## src/rtl/core/tofvc_pkg.sv

```systemverilog
// Shared types and constants for the two-octet float value codec.
// No dependencies; every other file of the block imports this package.
`timescale 1ns / 1ps
`default_nettype none

package tofvc_pkg;

  localparam int unsigned ValW  = 27;  // stored value, hundredths, signed
  localparam int unsigned MantW = 12;  // sign plus 11-bit mantissa
  localparam int unsigned ExpW  = 4;
  localparam int unsigned LenW  = 4;

  localparam logic [LenW-1:0]  MinLen = LenW'(4);
  localparam logic [ExpW-1:0]  ExpMax = ExpW'(15);
  localparam logic [ValW-1:0]  PosLim = ValW'(2047);
  localparam logic [ValW-1:0]  NegLim = ValW'(2048);
  localparam logic [MantW-1:0] PosSat = MantW'(2047);
  localparam logic [MantW-1:0] NegSat = MantW'(2048);

  typedef logic signed [ValW-1:0] val_t;

  typedef enum logic {
    OpRecv = 1'b0,
    OpSet  = 1'b1
  } opcode_e;

  // control from the sequencer to the shift unit
  typedef struct packed {
    logic load;
    logic shl;
    logic shr;
    logic neg;
  } shift_cmd_t;

endpackage

`default_nettype wire

```

## src/rtl/core/tofvc_in_if.sv

```systemverilog
// Input channel of the codec: valid/ready plus one input word.
// Depends on tofvc_pkg.
`timescale 1ns / 1ps
`default_nettype none

interface tofvc_in_if
  import tofvc_pkg::*;
();
  logic                valid;
  logic                ready;
  opcode_e             opcode;
  logic [LenW-1:0]     payload_len;
  logic [7:0]          payload_hi;
  logic [7:0]          payload_lo;
  val_t                set_hundredths;

  modport source (output valid, opcode, payload_len, payload_hi, payload_lo,
                  set_hundredths, input ready);
  modport sink   (input valid, opcode, payload_len, payload_hi, payload_lo,
                  set_hundredths, output ready);
endinterface

`default_nettype wire

```

## src/rtl/core/tofvc_out_if.sv

```systemverilog
// Output channel of the codec: valid/ready plus one result word.
// Depends on tofvc_pkg.
`timescale 1ns / 1ps
`default_nettype none

interface tofvc_out_if
  import tofvc_pkg::*;
();
  logic       valid;
  logic       ready;
  logic       send_valid;
  logic [7:0] send_hi;
  logic [7:0] send_lo;
  logic       updated;
  logic       dropped;
  val_t       value_hundredths;

  modport source (output valid, send_valid, send_hi, send_lo, updated, dropped,
                  value_hundredths, input ready);
  modport sink   (input valid, send_valid, send_hi, send_lo, updated, dropped,
                  value_hundredths, output ready);
endinterface

`default_nettype wire

```

## src/rtl/core/tofvc_shift_unit.sv

```systemverilog
// Shared one-bit shifter with range compare, used for both decode and encode.
// Depends on tofvc_pkg.
`timescale 1ns / 1ps
`default_nettype none

module tofvc_shift_unit
  import tofvc_pkg::*;
(
  input  wire logic            clk_i,
  input  wire shift_cmd_t      cmd_i,
  input  wire logic [ValW-1:0] load_i,
  output logic [ValW-1:0]      work_o,
  output logic                 over_o
);

  logic [ValW-1:0] work_q, work_d;

  always_comb begin
    work_d = work_q;
    if (cmd_i.load) begin
      work_d = load_i;
    end else if (cmd_i.shl) begin
      work_d = {work_q[ValW-2:0], 1'b0};
    end else if (cmd_i.shr) begin
      work_d = {1'b0, work_q[ValW-1:1]};
    end
  end

  always_ff @(posedge clk_i) begin
    work_q <= work_d;
  end

  // magnitude still outside the mantissa range (negative side reaches 2048)
  assign over_o = cmd_i.neg ? (work_q > NegLim) : (work_q > PosLim);
  assign work_o = work_q;

endmodule

`default_nettype wire

```

## src/rtl/core/two_octet_float_value_codec_unit.sv

```systemverilog
// Top level of the two-octet float value codec: sequencer, value store,
// result register. Depends on tofvc_pkg, tofvc_in_if, tofvc_out_if, tofvc_shift_unit.
`timescale 1ns / 1ps
`default_nettype none

// Holds one value in hundredths with a valid flag. A received telegram
// (opcode 0) decodes sign/exponent/mantissa as mantissa * 2^exponent; a
// telegram shorter than 4 bytes is reported as dropped. A local set (opcode 1)
// stores the value and returns its encoded two-byte word when the value
// changed, the object was not yet valid, or force_send is set. Every input
// word yields exactly one result word. One word at a time is in flight; it
// is handled by a one-bit shifter stepped by the sequencer. A dropped
// telegram goes straight to the result step; a received one is shifted left
// by its exponent (up to 15), and a set is shifted right until its magnitude
// fits the mantissa range (at most 15 shifts). A new word is accepted while
// the previous result still waits in the output register; the result step
// waits only if that register is still full.
module two_octet_float_value_codec_unit
  import tofvc_pkg::*;
(
  input  wire logic       clk_i,
  input  wire logic       rst_ni,
  tofvc_in_if.sink        in_i,
  tofvc_out_if.source     out_o,
  input  wire logic       cfg_we_i,
  input  wire logic       cfg_wdata_i
);

  localparam logic [1:0] StIdle = 2'd0;
  localparam logic [1:0] StDec  = 2'd1;
  localparam logic [1:0] StEnc  = 2'd2;
  localparam logic [1:0] StFin  = 2'd3;

  logic [1:0]      state_q, state_d;
  opcode_e         op_q;
  logic            drop_q, neg_q;
  logic [ExpW-1:0] ex_q, ex_d;
  val_t            set_q;
  val_t            stored_q;
  logic            valid_q;
  logic            force_q;

  logic            out_valid_q;
  logic            out_send_q, out_upd_q, out_drop_q;
  logic [7:0]      out_hi_q, out_lo_q;
  val_t            out_val_q;

  logic            accept;
  logic            fin_ok;
  shift_cmd_t      cmd;
  logic [ValW-1:0] load_val;
  logic [ValW-1:0] work;
  logic            over;

  val_t            nv;
  logic            change, commit, send;
  logic [MantW-1:0] mag12, tw;
  logic [7:0]      enc_hi, enc_lo;

  assign in_i.ready = (state_q == StIdle);
  assign accept     = in_i.valid && in_i.ready;
  assign fin_ok     = (state_q == StFin) && (!out_valid_q || out_o.ready);

  // decode loads the sign-extended mantissa, encode loads the magnitude
  always_comb begin
    if (in_i.opcode == OpRecv) begin
      load_val = {{(ValW - MantW){in_i.payload_hi[7]}}, in_i.payload_hi[7],
                  in_i.payload_hi[2:0], in_i.payload_lo};
    end else if (in_i.set_hundredths[ValW-1]) begin
      load_val = ValW'(0) - ValW'(in_i.set_hundredths);
    end else begin
      load_val = ValW'(in_i.set_hundredths);
    end
  end

  tofvc_shift_unit u_shift (
    .clk_i  (clk_i),
    .cmd_i  (cmd),
    .load_i (load_val),
    .work_o (work),
    .over_o (over)
  );

  // sequencer
  always_comb begin
    state_d  = state_q;
    ex_d     = ex_q;
    cmd.load = accept;
    cmd.shl  = 1'b0;
    cmd.shr  = 1'b0;
    cmd.neg  = neg_q;
    case (state_q)
      StIdle: begin
        if (accept) begin
          if (in_i.opcode == OpSet) begin
            state_d = StEnc;
            ex_d    = '0;
          end else if (in_i.payload_len < MinLen) begin
            state_d = StFin;
            ex_d    = '0;
          end else begin
            state_d = StDec;
            ex_d    = in_i.payload_hi[6:3];
          end
        end
      end
      StDec: begin
        if (ex_q == '0) begin
          state_d = StFin;
        end else begin
          cmd.shl = 1'b1;
          ex_d    = ex_q - ExpW'(1);
        end
      end
      StEnc: begin
        if (over && ex_q != ExpMax) begin
          cmd.shr = 1'b1;
          ex_d    = ex_q + ExpW'(1);
        end else begin
          state_d = StFin;
        end
      end
      StFin: begin
        if (fin_ok) begin
          state_d = StIdle;
        end
      end
      default: begin
        state_d = StIdle;
      end
    endcase
  end

  // result of the finished word
  always_comb begin
    nv     = (op_q == OpSet) ? set_q : val_t'(work);
    change = !valid_q || (nv != stored_q);
    commit = (op_q == OpSet) ? (change || force_q) : (!drop_q && change);
    send   = (op_q == OpSet) && commit;
    // saturate if fifteen halvings were not enough
    if (over) begin
      mag12 = neg_q ? NegSat : PosSat;
    end else begin
      mag12 = work[MantW-1:0];
    end
    tw     = neg_q ? (MantW'(0) - mag12) : mag12;
    enc_hi = send ? {neg_q, ex_q, tw[10:8]} : 8'h00;
    enc_lo = send ? tw[7:0] : 8'h00;
  end

  always_ff @(posedge clk_i or negedge rst_ni) begin
    if (!rst_ni) begin
      state_q     <= StIdle;
      ex_q        <= '0;
      stored_q    <= '0;
      valid_q     <= 1'b0;
      force_q     <= 1'b0;
      out_valid_q <= 1'b0;
    end else begin
      state_q <= state_d;
      ex_q    <= ex_d;
      if (cfg_we_i) begin
        force_q <= cfg_wdata_i;
      end
      if (fin_ok && commit) begin
        stored_q <= nv;
        valid_q  <= 1'b1;
      end
      if (fin_ok) begin
        out_valid_q <= 1'b1;
      end else if (out_o.ready) begin
        out_valid_q <= 1'b0;
      end
    end
  end

  always_ff @(posedge clk_i) begin
    if (accept) begin
      op_q   <= in_i.opcode;
      drop_q <= (in_i.opcode == OpRecv) && (in_i.payload_len < MinLen);
      neg_q  <= (in_i.opcode == OpSet) && in_i.set_hundredths[ValW-1];
      set_q  <= in_i.set_hundredths;
    end
    if (fin_ok) begin
      out_send_q <= send;
      out_hi_q   <= enc_hi;
      out_lo_q   <= enc_lo;
      out_upd_q  <= (op_q == OpSet) ? (commit && change) : commit;
      out_drop_q <= drop_q;
      out_val_q  <= commit ? nv : stored_q;
    end
  end

  assign out_o.valid            = out_valid_q;
  assign out_o.send_valid       = out_send_q;
  assign out_o.send_hi          = out_hi_q;
  assign out_o.send_lo          = out_lo_q;
  assign out_o.updated          = out_upd_q;
  assign out_o.dropped          = out_drop_q;
  assign out_o.value_hundredths = out_val_q;

`ifndef SYNTHESIS
  a_dec_count: assert property (@(posedge clk_i) disable iff (!rst_ni)
    (state_q == StDec && ex_q != '0) |=> (ex_q == $past(ex_q) - ExpW'(1)))
    else $error("decode shift count did not step down");

  a_fin_loads_out: assert property (@(posedge clk_i) disable iff (!rst_ni)
    fin_ok |=> (out_valid_q && state_q == StIdle))
    else $error("finished word did not reach the result register");

  a_drop_quiet: assert property (@(posedge clk_i) disable iff (!rst_ni)
    (out_valid_q && out_drop_q) |-> (!out_send_q && !out_upd_q))
    else $error("dropped telegram reported a send or update");

  a_send_valid_obj: assert property (@(posedge clk_i) disable iff (!rst_ni)
    (out_valid_q && (out_send_q || out_upd_q)) |-> valid_q)
    else $error("send or update while the object is not valid");

  a_enc_exp_bound: assert property (@(posedge clk_i) disable iff (!rst_ni)
    (state_q == StEnc && ex_q == ExpMax) |=> (state_q == StFin))
    else $error("encode shifted past the largest exponent");
`endif

endmodule

`default_nettype wire
```

## src/flat_wrapper.sv

```systemverilog
// flat-port wrapper written by rule: the top's interface ports become plain ports
module two_octet_float_value_codec_unit_flat import tofvc_pkg::*;
  (clk_i, rst_ni, cfg_we_i, cfg_wdata_i, in_i_valid, in_i_opcode, in_i_payload_len, in_i_payload_hi, in_i_payload_lo, in_i_set_hundredths, in_i_ready, out_o_valid, out_o_send_valid, out_o_send_hi, out_o_send_lo, out_o_updated, out_o_dropped, out_o_value_hundredths, out_o_ready);
  tofvc_in_if in_i_i ();
  tofvc_out_if out_o_i ();
  input  wire logic clk_i;
  input  wire logic rst_ni;
  input  wire logic cfg_we_i;
  input  wire logic cfg_wdata_i;
  input wire logic [$bits(in_i_i.valid)-1:0] in_i_valid;
  input wire logic [$bits(in_i_i.opcode)-1:0] in_i_opcode;
  input wire logic [$bits(in_i_i.payload_len)-1:0] in_i_payload_len;
  input wire logic [$bits(in_i_i.payload_hi)-1:0] in_i_payload_hi;
  input wire logic [$bits(in_i_i.payload_lo)-1:0] in_i_payload_lo;
  input wire logic [$bits(in_i_i.set_hundredths)-1:0] in_i_set_hundredths;
  output wire logic [$bits(in_i_i.ready)-1:0] in_i_ready;
  output wire logic [$bits(out_o_i.valid)-1:0] out_o_valid;
  output wire logic [$bits(out_o_i.send_valid)-1:0] out_o_send_valid;
  output wire logic [$bits(out_o_i.send_hi)-1:0] out_o_send_hi;
  output wire logic [$bits(out_o_i.send_lo)-1:0] out_o_send_lo;
  output wire logic [$bits(out_o_i.updated)-1:0] out_o_updated;
  output wire logic [$bits(out_o_i.dropped)-1:0] out_o_dropped;
  output wire logic [$bits(out_o_i.value_hundredths)-1:0] out_o_value_hundredths;
  input wire logic [$bits(out_o_i.ready)-1:0] out_o_ready;
  assign in_i_i.valid = in_i_valid;
  assign in_i_i.opcode = in_i_opcode;
  assign in_i_i.payload_len = in_i_payload_len;
  assign in_i_i.payload_hi = in_i_payload_hi;
  assign in_i_i.payload_lo = in_i_payload_lo;
  assign in_i_i.set_hundredths = in_i_set_hundredths;
  assign in_i_ready = in_i_i.ready;
  assign out_o_valid = out_o_i.valid;
  assign out_o_send_valid = out_o_i.send_valid;
  assign out_o_send_hi = out_o_i.send_hi;
  assign out_o_send_lo = out_o_i.send_lo;
  assign out_o_updated = out_o_i.updated;
  assign out_o_dropped = out_o_i.dropped;
  assign out_o_value_hundredths = out_o_i.value_hundredths;
  assign out_o_i.ready = out_o_ready;
  two_octet_float_value_codec_unit u_core (.clk_i(clk_i), .rst_ni(rst_ni), .in_i(in_i_i), .out_o(out_o_i), .cfg_we_i(cfg_we_i), .cfg_wdata_i(cfg_wdata_i));
endmodule
```

## config.mk

```make
export PLATFORM = sky130hd
export DESIGN_NAME = two_octet_float_value_codec_unit_flat
export DESIGN_NICKNAME = d
export VERILOG_FILES = /design/src/rtl/core/tofvc_pkg.sv /design/src/rtl/core/tofvc_in_if.sv /design/src/rtl/core/tofvc_out_if.sv /design/src/rtl/core/tofvc_shift_unit.sv /design/src/rtl/core/two_octet_float_value_codec_unit.sv /design/src/flat_wrapper.sv
export SDC_FILE = /design/constraint.sdc
export NUM_CORES = 1
export LEC_CHECK = 0
export BUFFER_PORTS_ARGS = -buffer_cell sky130_fd_sc_hd__buf_4
export CORE_AREA = 2 2 162 164
export DETAILED_ROUTE_END_ITERATION = 10
export DIE_AREA = 0 0 164 166
export GPL_ROUTABILITY_DRIVEN = 0
export PLACE_DENSITY = 0.46
export RECOVER_POWER = 50
export SLEW_MARGIN = 20
export SYNTH_ARGS = -nofsm -noshare
export SYNTH_HDL_FRONTEND = slang
export SYNTH_SLANG_ARGS = --single-unit
```

## constraint.sdc

```tcl
create_clock -name clk_i -period 2.6 [get_ports clk_i]
set_input_delay 0.26 -clock clk_i [delete_from_list [all_inputs] [get_ports clk_i]]
set_output_delay 0.26 -clock clk_i [all_outputs]
set_load 0.05 [all_outputs]
```

Word-level counts from Yosys, hierarchy flattened
Cells that the tools add are included.
- order comparisons: 3
- muxes and demuxes: 32
- eq/ne operators: 11
- add/subtract/negate cells: 4
- bitwise operators: 1
- reductions and logical operators: 22
- operators with widths (cell ; number):
    $mux W27 ; 7
    $mux W11 ; 3
    $gt A27 B11 Y1 const B ; 1
    $gt A27 B12 Y1 const B ; 1
    $ne A27 B27 Y1 ; 1
    $sub A1 B27 Y27 const A ; 1
    $mux W4 ; 5
    $mux W2 ; 6
    $pmux W4 S3 ; 1
    $sub A1 B11 Y11 const A ; 1
    $logic_and A1 B1 Y1 ; 9
    $mux W1 ; 9
    $pmux W2 S4 ; 1
    $reduce_and A4 Y1 ; 2
    $ne A2 B1 Y1 const B ; 3
    $ne A2 B2 Y1 const B ; 3
    $reduce_bool A3 Y1 ; 2
    $add A4 B1 Y4 const B ; 1
    $eq A2 B2 Y1 const B ; 2
    $logic_not A4 Y1 ; 1
    $lt A4 B3 Y1 const B ; 1
    $ne A4 B4 Y1 const B ; 1
    $sub A4 B1 Y4 const B ; 1
    $logic_not A1 Y1 ; 3
    5 further kinds ; 7
- output and inout port bits: 48
- bits in registers: 139
- logic and storage cells: 90

Longest topological paths before layout
Gate-level depths: netlist (run 1).
- depth in word-level cells: 8
- depth in mapped cells: 11

Cells and area by module
From an unflattened synthesis (run 1), not the netlist that was laid out.
- cell total of the unflattened synthesis: 627
- area, all modules: 7651.1 µm²
- by module, submodules not included (module ; times used ; cells each ; area an instance (µm²)):
    two_octet_float_value_codec_unit ; 1 ; 500 ; 6192.2
    tofvc_shift_unit ; 1 ; 127 ; 1458.9

Least setup slack after synthesis (run 1)
OpenSTA, ideal clock, no wires.
- path type: register to register
- start point: register u_core.out_valid_q (netlist: u_core.out_o.valid)
- end point: register u_core.stored_q[0]
- stages on the path, launching flop included: 7
- slack: -0.364 ns
- path buffers: 2
- data arrival time: 2.839 ns
- path through: dfrtp_1 nand2_1 and2_1 nor4b_1 buf_4 buf_6 mux2_4
- word-level cells in the longest chain between the ends: 4
- RTL lines (element ; RTL line ; RTL):
    start: declaration ; two_octet_float_value_codec_unit.sv:43 ; logic out_valid_q;
    start signal: assignment ; two_octet_float_value_codec_unit.sv:158 ; out_valid_q <= 1'b0;
    start signal: assignment ; two_octet_float_value_codec_unit.sv:170 ; out_valid_q <= 1'b1;
    start signal: assignment ; two_octet_float_value_codec_unit.sv:172 ; out_valid_q <= 1'b0;
    $logic_not A1 Y1 ; two_octet_float_value_codec_unit.sv:62 ; assign fin_ok = (state_q == StFin) && (!out_valid_q || out_o.ready);
    $logic_or A1 B1 Y1 ; two_octet_float_value_codec_unit.sv:62 ;
    $logic_and A1 B1 Y1 ; two_octet_float_value_codec_unit.sv:62 ;
    net u_core.fin_ok ; two_octet_float_value_codec_unit.sv:49 ; logic fin_ok;
    $logic_and A1 B1 Y1 ; two_octet_float_value_codec_unit.sv:165 ; if (fin_ok && commit) begin
    end signal: assignment ; two_octet_float_value_codec_unit.sv:166 ; stored_q <= nv;
    end: declaration ; two_octet_float_value_codec_unit.sv:39 ; val_t stored_q;
The timed path passes the listed nets, and every way through them passes these cells.
A chain may end at the register's enable or synchronous reset.

Final worst setup path (run 1)
- start point: register u_core.op_q
- end point: register u_core.stored_q[25]
- word-level cells in the longest chain between the ends: 6
- elaborated cells between the ends (all ways): 7
- RTL lines (element ; RTL line ; RTL):
    start: declaration ; two_octet_float_value_codec_unit.sv:35 ; opcode_e op_q;
    start signal: assignment ; two_octet_float_value_codec_unit.sv:179 ; op_q <= in_i.opcode;
    $mux W27 ; two_octet_float_value_codec_unit.sv:136 ; nv = (op_q == OpSet) ? set_q : val_t'(work);
    $ne A27 B27 Y1 ; two_octet_float_value_codec_unit.sv:137 ; change = !valid_q || (nv != stored_q);
    $logic_or A1 B1 Y1 ; two_octet_float_value_codec_unit.sv:137 ;
    $logic_and A1 B1 Y1 or $logic_or A1 B1 Y1 (tied branches) ; two_octet_float_value_codec_unit.sv:138 ; commit = (op_q == OpSet) ? (change || force_q) : (!drop_q && change);
    $mux W1 ; two_octet_float_value_codec_unit.sv:138 ;
    $logic_and A1 B1 Y1 ; two_octet_float_value_codec_unit.sv:165 ;
Parallel ways exist; a longest one is shown, timed or not.

==> run_results.csv, run 1 <==
group,metric,value,unit
synth,synth.most_common_cell,"edfxtp_1",
global_route,grt_pass1_wl,35.2,mm
clock_network,cts_buffers,17,
synth,synth_cells,634,
min_path,min_to,"u_core.force_q",
pwr,fin_total_pwr,0.0127,W
clock_network,cts_sinks,139,
global_route,track_usage,17.0,%
placement,dp_hpwl,16.4,mm
setup_path,reg2reg_slack,-0.51,ns
synth,avgSynthCellArea,11.9,um2
setup_path,crit_required,2.91,ns
placement,dpl_worst_slack,-0.681,ns
global_route,grt_overflow,0,
sta,fin_crit,3.11,ns
global_route,first_global_vias,6160,
layout,regArea,3990,um2
placement,placedCellCount,1140,
setup_path,rr_startpoint,"u_core.op_q",
min_path,hold_path_depth,2,
drt,viasPerCell,4.93,
layout,diodes,0,
flow_run,cap_violations,1,
clock_network,clkTransAtPathRegs,0.07,ns
setup_path,crit_arrival,3.41,ns
floorplanning,die_x,164,um
layout,nFillCells,2509,
clock_network,insertion_delay,0.43,ns
layout,final_nets,893,
floorplanning,core-area,25600,um2
sta,maxSlewHeadroom,-34.2,%
layout,multiInputGateArea,3630,um2
sta,layout_setup_ws,-0.505,ns
outcome,violations,"max-capacitance violations, max-slew violations, negative setup slack",
clock_network,cts_tree,"built",
setup_path,cpPeakStageDelay,0.45,ns
setup_path,r2r_end,"u_core.stored_q[25]",
global_route,grt_start_max_net_pins,47,
synth,synth_warnings,0,
outcome,status,"finished, violations left",
setup_path,cp_max_fo,28,
sta,final_hold_viol_count,0,
drt,drc_errors,0,
clock_network,ctsRootBufferMaster,"clkbuf_16",
sta,setup_viol,86,
placement,portBuffers,99,
clock_network,cts_htree_levels,4,
synth,synth_top_area_share,41.0,%
sta,max_freq,322,MHz
setup_path,cp-start-kind,"flop",
pwr,leakagePower,3.84,nW
floorplanning,die_h,166,um
sta,rsz0062_at_grt,"true",
layout,syn2layout_area_growth,33.6,%
floorplanning,fp-row-count,59,
sta,maxSlewViolCount,41,
pwr,cellPowerDensity,1260,nW/um2
synth,async_flop_share,25.9,%
setup_path,crit_top_cell,"buf_4",
drt,dr.first_iter.drc_count,546,
setup_path,endpoint_kind,"flop",
setup_path,path_buf_inv,5,
synth,yosysSeqAreaShare,53.0,%
setup_path,cp_cell_sequence,"buf_6 -> mux2_4 -> xor2_1 -> nor4_2 -> buf_4 -> nand4_1 -> buf_4 -> nor4_4 -> buf_4 -> nor4b_2 -> buf_12 -> mux2_4",
sta,finClkSkew,0.0110,ns
synth,synthTopCellsByArea,"edfxtp_1 (41%), dfrtp_1 (12%), mux2_2 (5.8%)",
drt,num_vias,5813,
synth,synth-edff-count,103,
pwr,irDropWorstVdd,0.478,mV
global_route,antenna_found_initial,0,
drt,postRouteAntennaNets,0,
setup_path,reg2regPathDepth,12,
layout,fin_cells,1178,
layout,drive_gt1_share,34.3,%
drt,wl_per_cell,19.1,um
setup_path,path_delay_family,"buffers and inverters",
floorplanning,initial_core_util,29.4,%
min_path,hold_path.class,"primary input to flop",
floorplanning,ioPinCount,102,
sta,tns,-33.01,ns
sta,tightestPinTransition,2.01,ns
synth,synth.largest_area_cell,"edfxtp_1",
sta,post-route-period-util,119,%
floorplanning,dieArea,27200,um2
synth,syn_nets,697,
setup_path,worstSetupPathType,"flop to flop",
clock_network,clockBufferDepth,2,
synth,ys.flop_type,"edfxtp_1",
synth,synth-seq-cells,139,
synth,synth_cell_types,54,
synth,synth_area,7540,um2
min_path,min_from,"cfg_wdata_i",
setup_path,cpMaxStageDelayCell,"edfxtp_1",
drt,drt-total-wl,22.5,mm
drt,drtPass1Iterations,5,
synth,synth_common_cells,"edfxtp_1 (103), nand2_1 (67), mux2_2 (39)",
==> how the worst max path moves through the flow <==
stage / start / endpoint / slack (ns) / depth (start not counted)
2_1_floorplan: u_core.op_q / u_core.out_o.value_hundredths[10] / -0.16 / 9
3_3_place_gp: u_core.op_q / u_core.stored_q[4] / -0.53 / 11
3_5_place_dp: u_core.op_q / u_core.out_o.value_hundredths[10] / -0.68 / 10
4_1_cts: u_core.op_q / u_core.out_o.value_hundredths[20] / -0.50 / 11
5_1_grt: u_core.op_q / u_core.stored_q[25] / -0.62 / 12
6_report: u_core.op_q / u_core.stored_q[25] / -0.51 / 12
==> cell type report <==
class / count / share of cell area, %
well taps: 335 / 4.16
clock buffers: 18 / 4.36
inverters: 12 / 0.535
repair buffers: 213 / 13.6
clock inverters: 14 / 1.58
multi-input cells: 447 / 36.1
flip-flops and latches: 139 / 39.7
==> metrics by stage <==
| step | hold slack (ns) | cell area (um2) | utilization [%] |
|---|---|---|---|
| after floorplan | -0.0356 | 7590 | - |
| after global placement | 0.281 | 9440 | 36.9 |
| after detailed placement | 0.289 | 9440 | 36.9 |
| after CTS | 0.0190 | 10100 | 39.5 |
| after global routing | 0.0557 | 10100 | 39.3 |
| final | 0.0723 | 10100 | 39.3 |
==> registers in the layout (all words and copies together), names as in the netlist, 2 cells and up <==
register                       flops
u_core.out_o.value_hundredths     27
u_core.set_q                      27
u_core.stored_q                   27
u_core.u_shift.work_o             27
u_core.out_o.send_hi               8
u_core.out_o.send_lo               8
u_core.ex_q                        4
u_core.state_q                     2
==> where the power goes <==
part | switching, W | internal [W]
logic | 0.00343 | 0.00257
registers | 0.000582 | 0.00358
clock network | 0.00104 | 0.00147
total | 0.00505 | 0.00762
==> routing by layer <==
metal	part of all wire, %	vias up	track usage [%]
met3	4.4	25	3.52
li1	-	2772	-
met4	2.0	0	4.88
met5	0	-	0
met2	49	134	27.7
met1	45	2882	22.8
==> layout by cell type (no fill, tap or decap), types with 17 or more instances in the layout <==
cell | Yosys | final
nor2_1 | 30 | 29
mux2_4 | 21 | 36
buf_4 | 1 | 128
mux2_2 | 39 | 38
nand2_1 | 67 | 66
clkbuf_1 | 26 | 75
a21oi_1 | 29 | 28
xnor2_1 | 22 | 21
xor2_1 | 32 | 31
edfxtp_1 | 103 | 103
clkbuf_16 | 0 | 17
dfrtp_1 | 36 | 36
o21ai_0 | 19 | 17
a31oi_1 | 23 | 23
==> timing repair <==
action	in CTS	in global routing
pin swaps	6	6
resized for setup	8	50
hold buffers	1	0
buffers inserted	3	3
hold endpoints to repair	36	0
setup endpoints to repair	77	76
==> cells by family after synthesis <==
| family | after synthesis | synth area share [%] |
|---|---|---|
| xor gates and xnor gates | 54 | 6.28 |
| AOI/OAI and AO/OA | 117 | 10.3 |
| buffers and inverters | 48 | 2.81 |
| muxes | 91 | 14.5 |
| adders and majority gates | 9 | 1.59 |
| and+or+nand+nor | 176 | 11.5 |
| DFF | 139 | 53.0 |
==> worst register-to-register path: cells and delay by family, from the launching register on <==
kind                      cells  cell delay [ns]
xor gates and xnor gates      1             0.16
buffers and inverters         5             0.94
DFF                           1             0.45
muxes                         2             0.65
and+or+nand+nor               4             0.79
Note: power is estimated with default switching activity, not from simulation.
==> inputs of run 2 (changes only) <==
--- a/constraint.sdc
+++ b/constraint.sdc
@@ -3,2 +3,2 @@
 set_output_delay 0.26 -clock clk_i [all_outputs]
-set_load 0.05 [all_outputs]
+set_load 0.01 [all_outputs]
==> run 2 against run 1 <==
The run ends with negative setup slack left. Core utilization decreased by 0.32 points. Wire length decreased by 2.5%. Global-route usage decreased by 0.34 points. Clock power decreased by 7%. Register-to-register slack improved by 0.02 ns. Highest routed layer unchanged.
==> run_results.csv, run 2 (synthesis gave the netlist of run 1 again) <==
group,metric,value,unit
outcome,status,"finished, violations left",
outcome,violations,"negative setup slack",
drt,dr.first_iter.drc_count,370,
global_route,grt_start_max_net_pins,47,
clock_network,clkTransAtPathRegs,0.07,ns
sta,post-route-period-util,119,%
setup_path,path_delay_family,"buffers and inverters",
clock_network,cts_buffers,17,
clock_network,cts_sinks,139,
layout,layout_common_cells,"buf_4 (134), edfxtp_1 (103), clkbuf_1 (79)",
drt,drc_errors,0,
clock_network,ctsRootBufferMaster,"clkbuf_16",
setup_path,cp-start-kind,"flop",
layout,final_core_util,39.0,%
setup_path,endpoint_kind,"flop",
min_path,hold_path.class,"primary input to flop",
layout,final_nets,903,
floorplanning,ioPinCount,102,
global_route,grt_pass1_wl,34.9,mm
drt,viasPerCell,4.91,
floorplanning,core-area,25600,um2
sta,setup_viol,72,
sta,holdWs,0.0687,ns
setup_path,crit_required,2.77,ns
setup_path,path_buf_inv,5,
global_route,antenna_found_initial,0,
clock_network,insertion_delay,0.43,ns
setup_path,crit_arrival,3.25,ns
setup_path,crit_top_cell,"buf_4",
setup_path,cp_cell_sequence,"buf_12 -> mux2_4 -> xor2_1 -> buf_4 -> nor4_2 -> nand4_1 -> buf_4 -> nor4_2 -> buf_4 -> nor3_4 -> buf_12 -> mux2_1",
floorplanning,initial_core_util,29.4,%
pwr,cellPowerDensity,1170,nW/um2
global_route,first_global_vias,6164,
setup_path,cpMaxStageDelayCell,"edfxtp_1",
sta,max_freq,324,MHz
pwr,leakagePower,3.79,nW
global_route,grt_overflow,0,
layout,syn2layout_area_growth,32.5,%
setup_path,cpPeakStageDelay,0.43,ns
floorplanning,fp-row-count,59,
floorplanning,die_x,164,um
pwr,irDropWorstVdd,0.576,mV
drt,postRouteAntennaNets,0,
sta,finClkSkew,0.0112,ns
floorplanning,die_h,166,um
global_route,track_usage,16.7,%
clock_network,cts_htree_levels,4,
drt,num_vias,5839,
clock_network,cts_tree,"built",
clock_network,clockBufferDepth,2,
sta,tightestPinTransition,1.28,ns
sta,maxSlewViolCount,0,
layout,final_common_cell,"buf_4",
placement,portBuffers,99,
setup_path,worstSetupPathType,"flop to flop",
layout,diodes,0,
floorplanning,dieArea,27200,um2
sta,maxSlewHeadroom,14.9,%
layout,nFillCells,2496,
placement,dp_hpwl,16.2,mm
drt,drt-total-wl,21.9,mm
sta,fin_crit,3.08,ns
flow_run,cap_violations,0,
setup_path,cp_max_fo,27,
drt,drtPass1Iterations,5,
sta,final_hold_viol_count,0,
layout,drive_gt1_share,31.2,%
sta,layout_setup_ws,-0.484,ns
sta,rsz0062_at_grt,"true",
drt,wl_per_cell,18.4,um
run 2: changes by cell type in the layout (fill, tap and decap cells not counted), sizes merged:
cell,delta
buf,+7
clkinv,-1
inv,+3
clkbuf,+3
bufinv,-2
run 2: routing by layer:
layer / up-vias / global-route usage (%) / routed length, um
met4: 0 / 5.49 / 400
met3: 24 / 3.32 / 962
met5: - / 0 / 0
li1: 2787 / - / -
met1: 2877 / 21.8 / 9610
met2: 151 / 27.6 / 10900
run 2: worst paths after layout:
path                       cells past startpoint                           endpoint  slack, ns            from
min reg2reg                                    1                     u_core.valid_q       0.46  u_core.valid_q
max in group asynchronous                      2                     u_core.valid_q       1.39          rst_ni
min in group asynchronous                      2                     u_core.ex_q[0]       0.54          rst_ni
max                                           12  u_core.out_o.value_hundredths[14]      -0.48     u_core.op_q
max reg2reg                                   12  u_core.out_o.value_hundredths[14]      -0.48     u_core.op_q
min                                            2                     u_core.force_q       0.07     cfg_wdata_i
run 2: power breakdown:
| group | internal [W] | switching (W) |
|---|---|---|
| registers | 0.00358 | 0.000645 |
| clock network | 0.00126 | 0.00108 |
| logic | 0.00248 | 0.00266 |
run 2: stage by stage:
stage | total power [W] | setup TNS [ns] | cells | instance area, um2 | worst slack, ns
CTS | 0.0119 | -32.45 | 1187 | 10200 | -0.524
global placement | 0.00934 | -46.66 | 1150 | 9540 | -0.725
detailed placement | 0.00944 | -49.73 | 1150 | 9540 | -0.758
finish | 0.0117 | -30.85 | 1188 | 9980 | -0.484
floorplan | 0.00708 | -4.16 | 634 | 7570 | -0.144
global route | 0.0125 | -40.82 | 1188 | 9980 | -0.630
run 2: repair_timing:
| action | 4_1_cts | 5_1_grt |
|---|---|---|
| endpoints found under the hold margin | 36 | 0 |
| endpoints found under the setup margin | 73 | 73 |
| pin swaps | 5 | 10 |
| gates resized for setup | 14 | 11 |
| setup buffers | 4 | 1 |
| hold buffers | 1 | 0 |
run 2: cell type report:
class,count,area (um2),area share (%)
Inverter,12,45.0,0.451
Clock inverter,14,125,1.25
Sequential cell,139,3990,40.0
Tap cell,335,419,4.20
Clock buffer,18,429,4.30
Multi-Input combinational cell,447,3510,35.1
Timing Repair Buffer,223,1460,14.6
==> inputs of run 3 (changes only) <==
Settings changed: CELL_PAD_IN_SITES_DETAIL_PLACEMENT from default to 1, CELL_PAD_IN_SITES_GLOBAL_PLACEMENT from default to 1, PLACE_DENSITY 0.46 to 0.53.
Clock period 2.6 ns to 3.05 ns, I/O delays scaled along.
==> run 3 against run 2 <==
The flow finishes with violations (max-capacitance violations, max-slew violations, negative setup slack). Critical path depth decreased by 1. Sequential share of layout area increased by 1.1 points. Register-to-register slack improved by 0.44 ns. Combinational power fell by 14%. Via count fell by 0.99%. Wire length increased by 5.9%. Core utilization fell by 1.0 points. Final cell count down 3.6%. Non-clock buffer count decreased by 43. Die area unchanged. Clock skew increased by 0.00073 ns.
==> run_results.csv, run 3 (synthesis gave the netlist of run 1 again) <==
group,metric,value,unit
clock_network,ctsRootBufferMaster,"clkbuf_16",
drt,drt-total-wl,23.2,mm
clock_network,cts_sinks,139,
clock_network,clockBufferDepth,2,
drt,postRouteAntennaNets,0,
drt,wl_met1,10.5,mm
clock_network,insertion_delay,0.42,ns
layout,fin_cells,1145,
layout,nFillCells,2795,
pwr,irDropWorstVdd,0.387,mV
sta,final_hold_viol_count,0,
setup_path,endpoint_kind,"flop",
floorplanning,initial_core_util,29.4,%
placement,placed_cell_area,9160,um2
layout,syn2layout_area_growth,28.9,%
sta,rsz0062_at_grt,"true",
floorplanning,dieArea,27200,um2
pwr,leakagePower,3.66,nW
setup_path,worstSetupPathType,"flop to flop",
drt,wl_per_cell,20.2,um
sta,max_freq,324,MHz
floorplanning,fp-row-count,59,
sta,layout_setup_ws,-0.0407,ns
layout,final_common_cell,"edfxtp_1",
setup_path,cp-start-kind,"flop",
clock_network,clkTransAtPathRegs,0.06,ns
drt,top_layer,"met4",
sta,fin_crit,3.09,ns
sta,tightestPinTransition,2.41,ns
flow_run,cap_violations,1,
outcome,violations,"max-capacitance violations, max-slew violations, negative setup slack",
floorplanning,core-area,25600,um2
setup_path,crit_arrival,3.26,ns
clock_network,cts_htree_levels,4,
global_route,grt_start_max_net_pins,47,
global_route,track_usage,17.3,%
drt,drc_errors,0,
layout,drive_gt1_share,29.3,%
global_route,grt_overflow,0,
sta,post-route-period-util,101,%
sta,tns,-0.405,ns
placement,dp_hpwl,16.8,mm
layout,diodes,0,
clock_network,cts_tree,"built",
pwr,cellPowerDensity,1020,nW/um2
global_route,first_global_vias,6142,
drt,viasPerCell,5.05,
drt,wl_met3,892,um
sta,setup_viol,30,
floorplanning,ioPinCount,102,
global_route,antenna_found_initial,0,
drt,wl_met2,11.4,mm
layout,fin_area,9720,um2
setup_path,cp_max_fo,8,
global_route,grt_pass1_wl,35.7,mm
layout,final_nets,860,
sta,maxSlewViolCount,37,
placement,placedCellCount,1105,
placement,dpl_worst_slack,-0.146,ns
outcome,status,"finished, violations left",
layout,layout_common_cells,"edfxtp_1 (103), buf_4 (93), clkbuf_1 (77)",
setup_path,crit_required,3.21,ns
min_path,hold_path.class,"primary input to flop",
sta,finClkSkew,0.0120,ns
sta,maxSlewHeadroom,-60.5,%
drt,num_vias,5781,
clock_network,cts_buffers,17,
floorplanning,die_h,166,um
drt,dr.first_iter.drc_count,340,
floorplanning,die_x,164,um
placement,portBuffers,99,
drt,drtPass1Iterations,5,
==> run 3: cell count changes in the layout (fill, tap and decap cells not counted), sizes merged <==
cell    change
buf        -40
clkbuf      -2
clkinv      +5
inv         -6
==> run 3: final timing paths <==
| check | cells after the start | startpoint | endpoint | slack, ns |
|---|---|---|---|---|
| setup / recovery | 11 | u_core.op_q | u_core.out_o.value_hundredths[20] | -0.04 |
| hold / removal | 2 | cfg_wdata_i | u_core.force_q | 0.13 |
| setup reg to reg | 11 | u_core.op_q | u_core.out_o.value_hundredths[20] | -0.04 |
| hold reg to reg | 1 | u_core.valid_q | u_core.valid_q | 0.47 |
| max in group asynchronous | 2 | rst_ni | u_core.ex_q[3] | 0.50 |
| min in group asynchronous | 2 | rst_ni | u_core.stored_q[21] | 1.16 |
==> run 3: what timing repair did <==
action,in CTS,in global routing
cloned,0,0
pin swaps,6,9
resized for setup,32,20
buffers inserted,2,5
hold buffers,1,0
hold endpoints to repair,36,0
endpoints found under the setup margin,69,71
==> run 3: per-layer routing <==
metal	GRT usage [%]	vias to the layer above
met5	0	-
met1	22.9	2930
li1	-	2692
met2	28.9	135
met4	4.46	0
met3	3.15	24
==> run 3: final cells by class <==
cell class                      instances  area, um2  share of cell area, %
Inverter                               12       45.0                  0.464
Clock inverter                         13       91.3                  0.940
Clock buffer                           19        443                   4.56
Multi-Input combinational cell        447       3580                   36.9
Sequential cell                       139       3990                   41.1
Timing Repair Buffer                  180       1140                   11.8
Tap cell                              335        419                   4.31
==> run 3: power breakdown <==
group	total, W	leakage (nW)	switching [W]	internal [W]
clock	0.00191	0.262	0.000843	0.00106
sequential	0.00355	1.39	0.000496	0.00306
combinational	0.00442	2.00	0.00241	0.00201
total	0.00988	3.66	0.00375	0.00613
==> run 3: worst max-delay path, cell delays in order (launching register included) <==
cell      delay, ns
edfxtp_1       0.44
buf_6          0.18
buf_4          0.15
mux2_4         0.32
xor2_2         0.17
nor4_2         0.29
nand4_1        0.24
nor4_2         0.30
buf_4          0.18
nor3_4         0.07
buf_12         0.18
mux2_1         0.31
==> run 3: through the flow <==
stage	utilization, %	power, W	hold slack (ns)
6_report	37.9	0.00988	0.129
5_1_grt	37.9	0.0105	0.116
4_1_cts	38.5	0.0100	0.0676
3_5_place_dp	35.8	0.00785	0.340
3_3_place_gp	35.8	0.00771	0.348
2_1_floorplan	-	0.00603	0.00941
